==> config.mk <==
export PLATFORM = sky130hd
export DESIGN_NAME = euclidean_distance_2d_top
export DESIGN_NICKNAME = d
export VERILOG_FILES = /design/src/sv/eds_pkg.sv /design/src/sv/eds_sqrt_step.sv /design/src/sv/euclidean_distance_2d_top.sv
export SDC_FILE = /design/constraint.sdc
export NUM_CORES = 2
export LEC_CHECK = 0
export BUFFER_PORTS_ARGS = -buffer_cell sky130_fd_sc_hd__buf_2
export CAP_MARGIN = 0
export CORE_AREA = 3 3 361 398
export CTS_CLUSTER_SIZE = 12
export DETAILED_ROUTE_END_ITERATION = 12
export DIE_AREA = 0 0 364 401
export HOLD_SLACK_MARGIN = 0.1
export PLACE_DENSITY = 0.65
export REMOVE_ABC_BUFFERS = 1
export SKIP_CTS_REPAIR_TIMING = 1
export SLEW_MARGIN = 40
export SYNTH_ARGS = -nofsm -noshare
export SYNTH_HDL_FRONTEND = slang
export SYNTH_HIERARCHICAL = 1
export SYNTH_SLANG_ARGS = --single-unit
==> constraint.sdc <==
create_clock -name clk -period 13.1 [get_ports clk]
set_clock_uncertainty 0.1 [all_clocks]
set_input_delay 0.655 -clock clk [delete_from_list [all_inputs] [get_ports clk]]
set_output_delay 0.655 -clock clk [all_outputs]
set_load 0.01 [all_outputs]
==> src/sv/eds_pkg.sv <==
// Shared constants and helpers for the 2D Euclidean distance block.
`default_nettype none

package eds_pkg;

	// Front stages: absolute difference, squaring, sum of squares.
	localparam int unsigned FRONT_STAGES = 3;

	// Number of root digits produced for a given coordinate width.
	function automatic int unsigned eds_root_bits(input int unsigned coord_width);
		return coord_width + 1;
	endfunction

	// Cycles from request acceptance to the result strobe.
	function automatic int unsigned eds_latency(input int unsigned coord_width);
		return FRONT_STAGES + eds_root_bits(coord_width);
	endfunction

endpackage

`default_nettype wire

==> src/sv/eds_sqrt_step.sv <==
// One registered digit step of the restoring square root pipeline.
`default_nettype none

module eds_sqrt_step #(
	parameter int unsigned ROOT_BITS = 17
) (
	input  wire logic                     clk,
	input  wire logic                     arst_n,
	input  wire logic                     valid_in,
	input  wire logic [2*ROOT_BITS-1:0]   rad_in,
	input  wire logic [ROOT_BITS-1:0]     root_in,
	input  wire logic [ROOT_BITS+1:0]     rem_in,
	output logic                          valid_q,
	output logic      [2*ROOT_BITS-1:0]   rad_q,
	output logic      [ROOT_BITS-1:0]     root_q,
	output logic      [ROOT_BITS+1:0]     rem_q
);

	import eds_pkg::*;

	logic [ROOT_BITS+1:0] rem_sh;
	logic [ROOT_BITS+1:0] trial;
	logic                 fits;

	// Remainder stays below 2^ROOT_BITS before the shift, so its top bits drop out.
	assign rem_sh = {rem_in[ROOT_BITS-1:0], rad_in[2*ROOT_BITS-1 -: 2]};
	assign trial  = {root_in, 2'b01};
	assign fits   = (rem_sh >= trial);

	always_ff @(posedge clk or negedge arst_n) begin
		if (!arst_n) begin
			valid_q <= 1'b0;
		end else begin
			valid_q <= valid_in;
		end
	end

	always_ff @(posedge clk) begin
		rad_q  <= {rad_in[2*ROOT_BITS-3:0], 2'b00};
		root_q <= {root_in[ROOT_BITS-2:0], fits};
		rem_q  <= fits ? (rem_sh - trial) : rem_sh;
	end

endmodule

`default_nettype wire

==> src/sv/euclidean_distance_2d_top.sv <==
// Top level of the pipelined 2D Euclidean distance block.
//
// Request channel: origin_x, origin_y, target_x, target_y are signed
// coordinates. A request is taken on a rising edge with start high and
// busy low. busy is high only while arst_n holds the block in reset and
// drops on the first edge after release; from then on a request may be
// issued on every cycle.
// Result channel: distance = floor(sqrt(dx^2 + dy^2)), shown for one cycle
// with done high. Results come out in request order.
// On its way from acceptance to the done cycle, a request passes through
// one stage each for the absolute differences, the squares and their sum,
// then through one stage per root digit.
// Throughput: one request per cycle, set by the fully pipelined digit
// chain. The receiver cannot stall; every result is presented exactly once.
// Reset clears all valid bits, so nothing in flight survives it.
`default_nettype none

module euclidean_distance_2d_top #(
	parameter int unsigned COORD_WIDTH = 16
) (
	input  wire logic                          clk,
	input  wire logic                          arst_n,
	input  wire logic                          start,
	output logic                               busy,
	input  wire logic signed [COORD_WIDTH-1:0] origin_x,
	input  wire logic signed [COORD_WIDTH-1:0] origin_y,
	input  wire logic signed [COORD_WIDTH-1:0] target_x,
	input  wire logic signed [COORD_WIDTH-1:0] target_y,
	output logic                               done,
	output logic             [COORD_WIDTH:0]   distance
);

	import eds_pkg::*;

	localparam int unsigned W  = COORD_WIDTH;
	localparam int unsigned RB = eds_root_bits(COORD_WIDTH);

	logic busy_q;
	logic accept;

	logic signed [W:0] diff_x;
	logic signed [W:0] diff_y;
	logic        [W:0] mag_x;
	logic        [W:0] mag_y;

	logic              valid_s1;
	logic [W-1:0]      adx_s1;
	logic [W-1:0]      ady_s1;
	logic              valid_s2;
	logic [2*W-1:0]    sqx_s2;
	logic [2*W-1:0]    sqy_s2;
	logic              valid_s3;
	logic [2*W:0]      sum_s3;

	logic               step_valid [RB+1];
	logic [2*RB-1:0]    step_rad   [RB+1];
	logic [RB-1:0]      step_root  [RB+1];
	logic [RB+1:0]      step_rem   [RB+1];

	always_ff @(posedge clk or negedge arst_n) begin
		if (!arst_n) begin
			busy_q <= 1'b1;
		end else begin
			busy_q <= 1'b0;
		end
	end

	assign busy   = busy_q;
	assign accept = start && !busy_q;

	assign diff_x = {origin_x[W-1], origin_x} - {target_x[W-1], target_x};
	assign diff_y = {origin_y[W-1], origin_y} - {target_y[W-1], target_y};
	assign mag_x  = diff_x[W] ? (~diff_x + 1'b1) : diff_x;
	assign mag_y  = diff_y[W] ? (~diff_y + 1'b1) : diff_y;

	always_ff @(posedge clk or negedge arst_n) begin
		if (!arst_n) begin
			valid_s1 <= 1'b0;
			valid_s2 <= 1'b0;
			valid_s3 <= 1'b0;
		end else begin
			valid_s1 <= accept;
			valid_s2 <= valid_s1;
			valid_s3 <= valid_s2;
		end
	end

	// Magnitudes never exceed 2^W - 1, so the top bit is always clear.
	always_ff @(posedge clk) begin
		adx_s1 <= mag_x[W-1:0];
		ady_s1 <= mag_y[W-1:0];
		sqx_s2 <= adx_s1 * adx_s1;
		sqy_s2 <= ady_s1 * ady_s1;
		sum_s3 <= {1'b0, sqx_s2} + {1'b0, sqy_s2};
	end

	assign step_valid[0] = valid_s3;
	assign step_rad[0]   = {1'b0, sum_s3};
	assign step_root[0]  = '0;
	assign step_rem[0]   = '0;

	for (genvar i = 0; i < RB; i++) begin : g_step
		eds_sqrt_step #(
			.ROOT_BITS (RB)
		) u_step (
			.clk      (clk),
			.arst_n   (arst_n),
			.valid_in (step_valid[i]),
			.rad_in   (step_rad[i]),
			.root_in  (step_root[i]),
			.rem_in   (step_rem[i]),
			.valid_q  (step_valid[i+1]),
			.rad_q    (step_rad[i+1]),
			.root_q   (step_root[i+1]),
			.rem_q    (step_rem[i+1])
		);
	end

	assign done     = step_valid[RB];
	assign distance = step_root[RB];

endmodule

`default_nettype wire

==> flow_metrics.env <==
export IMPL_grt_pass1_vias=40500
export IMPL_nets=6906
export IMPL_grt_util_all_layers=0.169
export IMPL_critPathBufInv=5
export IMPL_clkSinkCount=981
export IMPL_netlist_area_um2=59300
export IMPL_clockBufferDepth=3
export IMPL_crit_path_start="adx_s1[3]"
export IMPL_grt_overflow=0
export IMPL_cts_clk_slew_worst_paths_ns=0.06
export IMPL_cpPeakStageDelay_ns=0.66
export IMPL_die_area_um2=146000
export IMPL_core_area_um2=140000
export IMPL_area_delta_synth_final_pct=7.56
export IMPL_die_h_um=401
export IMPL_slew_viol_final=0
export IMPL_slowest_stage="dfxtp_1"
export IMPL_rows=144
export IMPL_root_buffer="clkbuf_16"
export IMPL_crit_fanout=12
export IMPL_cp_top_family="adder cells"
export IMPL_worst_pin_slew_ns=0.854
export IMPL_yosysWarningCount=6
export IMPL_cts_tree="done"
export IMPL_timing_final_crit_share=0.532
export IMPL_drtIter0Drc=1793
export IMPL_setup_violations=0
export IMPL_grt_max_degree=22
export IMPL_postSynthCellCount=5881
export IMPL_clk_latency_ns=0.69
export IMPL_final_setup_worst_slack_ns=6.13
export IMPL_cts_made_buffers=105
export IMPL_via_per_inst=5.00
export IMPL_worstReg2RegStart="adx_s1[3]"
export IMPL_ant_nets=0
export IMPL_gp_congestion=0.875
export IMPL_crit_path_cell_trace="inv_1, nor2_1, inv_1, fa_1, fa_1, inv_1, fa_1, fa_1, fa_1, inv_1, fa_1, inv_1, ha_1, a21o_1, a21o_1, a21o_1, a21oi_4, a31oi_4, a211oi_4, o21ai_2, or4b_1, and3_1"
export IMPL_layout_min_cycle_time_ns=6.97
export IMPL_fin_tns_setup_ns=0
export IMPL_fill_cells=13100
export IMPL_port_buffers=85
export IMPL_drive_above_1_share=0.111
export IMPL_max_slew_margin=0.426
export IMPL_critPathRequiredTime_ns=13.55
export IMPL_crit_top_cell="fa_1"
export IMPL_worstHoldStart="g_step[11].u_step/rad_q[31]"
export IMPL_synth_area_per_cell_um2=10.1
export IMPL_endpoint_kind="flop"
export IMPL_rsz0062_at_grt="false"
export IMPL_hold_viol=0
export IMPL_hold_path_class="flop to flop"
export IMPL_pre_cts_ws_ns=6.19
export IMPL_drt_first_pass_iters=5
export IMPL_hpwl_um=98900
export IMPL_drcViolationCount=0
export IMPL_start_util=0.424
export IMPL_hold_worst_slack_ns=0.200
export IMPL_ios=86
export IMPL_max_clock_freq_mhz=143
export IMPL_arrival_ns=7.42
export IMPL_grt_pass1_wl_um=203000
export IMPL_status="finished, final reports clean"
export IMPL_die_x_um=364
export IMPL_avgRoutedWirePerCell_um=15.8
export IMPL_wirelength_um=123000
export IMPL_worstSetupPathType="flop to flop"
export IMPL_start_kind="flop"
export IMPL_dr_total_vias=39100
export IMPL_antenna_found_initial=2
export IMPL_h_tree_depth=3
export IMPL_max_cap_violations=0
-- cell usage in the layout (no fill, tap or decap), types with 56 or more instances in the layout --
cell,count
nor2_1,257
mux2i_1,82
and2_1,79
a211oi_1,57
a21oi_1,230
mux2_4,64
clkbuf_16,105
xnor2_1,236
dfxtp_1,960
mux2_2,148
conb_1,69
buf_2,85
xor2_1,93
nor3_1,56
fa_1,326
o21ai_0,138
a21o_1,123
o21a_1,92
inv_1,936
ha_1,589
nand2_1,337
-- final timing paths --
path | end | slack, ns | cells past startpoint
min reg2reg | g_step[12].u_step/rad_q[33] | 0.20 | 0
max | sqx_s2[31] | 6.13 | 22
min in group asynchronous | g_step[10].u_step/valid_q | 0.35 | 2
max in group asynchronous | busy | 12.21 | 2
max reg2reg | sqx_s2[31] | 6.13 | 22
min | g_step[12].u_step/rad_q[33] | 0.20 | 0
-- state kept, by name (all words and copies together) (netlist names) --
register,cells
adx_s1,16
ady_s1,16
busy,1
g_step.u_step/rad_q,272
g_step.u_step/rem_q,272
g_step.u_step/root_q,289
g_step.u_step/valid_q,17
sqx_s2,31
sqy_s2,31
sum_s3,33
valid_s1,1
valid_s2,1
valid_s3,1
-- metrics by stage --
step	instance area, um2	util	instances
global placement	60500	0.432	7640
finish	63800	0.456	7810
global route	63800	0.456	7810
CTS	63800	0.456	7807
floorplan	57800	-	5730
detailed placement	60500	0.432	7640
-- cell type report --
cell class	instances	area, um2	share of cell area
repair buffers	87	445	0.00698
clock buffers	135	2840	0.0445
multi-input cells	3813	34500	0.541
well taps	1825	2280	0.0358
clock inverters	32	459	0.00719
flip-flops and latches	981	19700	0.309
inverters	936	3510	0.0550
diodes	1	2.50	0.0000392
-- routing by layer --
| metal | part of all wire | GRT usage | wire length [um] |
|---|---|---|---|
| met1 | 0.43 | 0.205 | 53000 |
| met2 | 0.51 | 0.310 | 62500 |
| met3 | 0.032 | 0.0195 | 3910 |
| met4 | 0.030 | 0.0549 | 3740 |
| met5 | 0 | 0 | 0 |
Power is not shown: default switching activity piles up to over one toggle a cycle in this logic, so the estimate is an artifact.
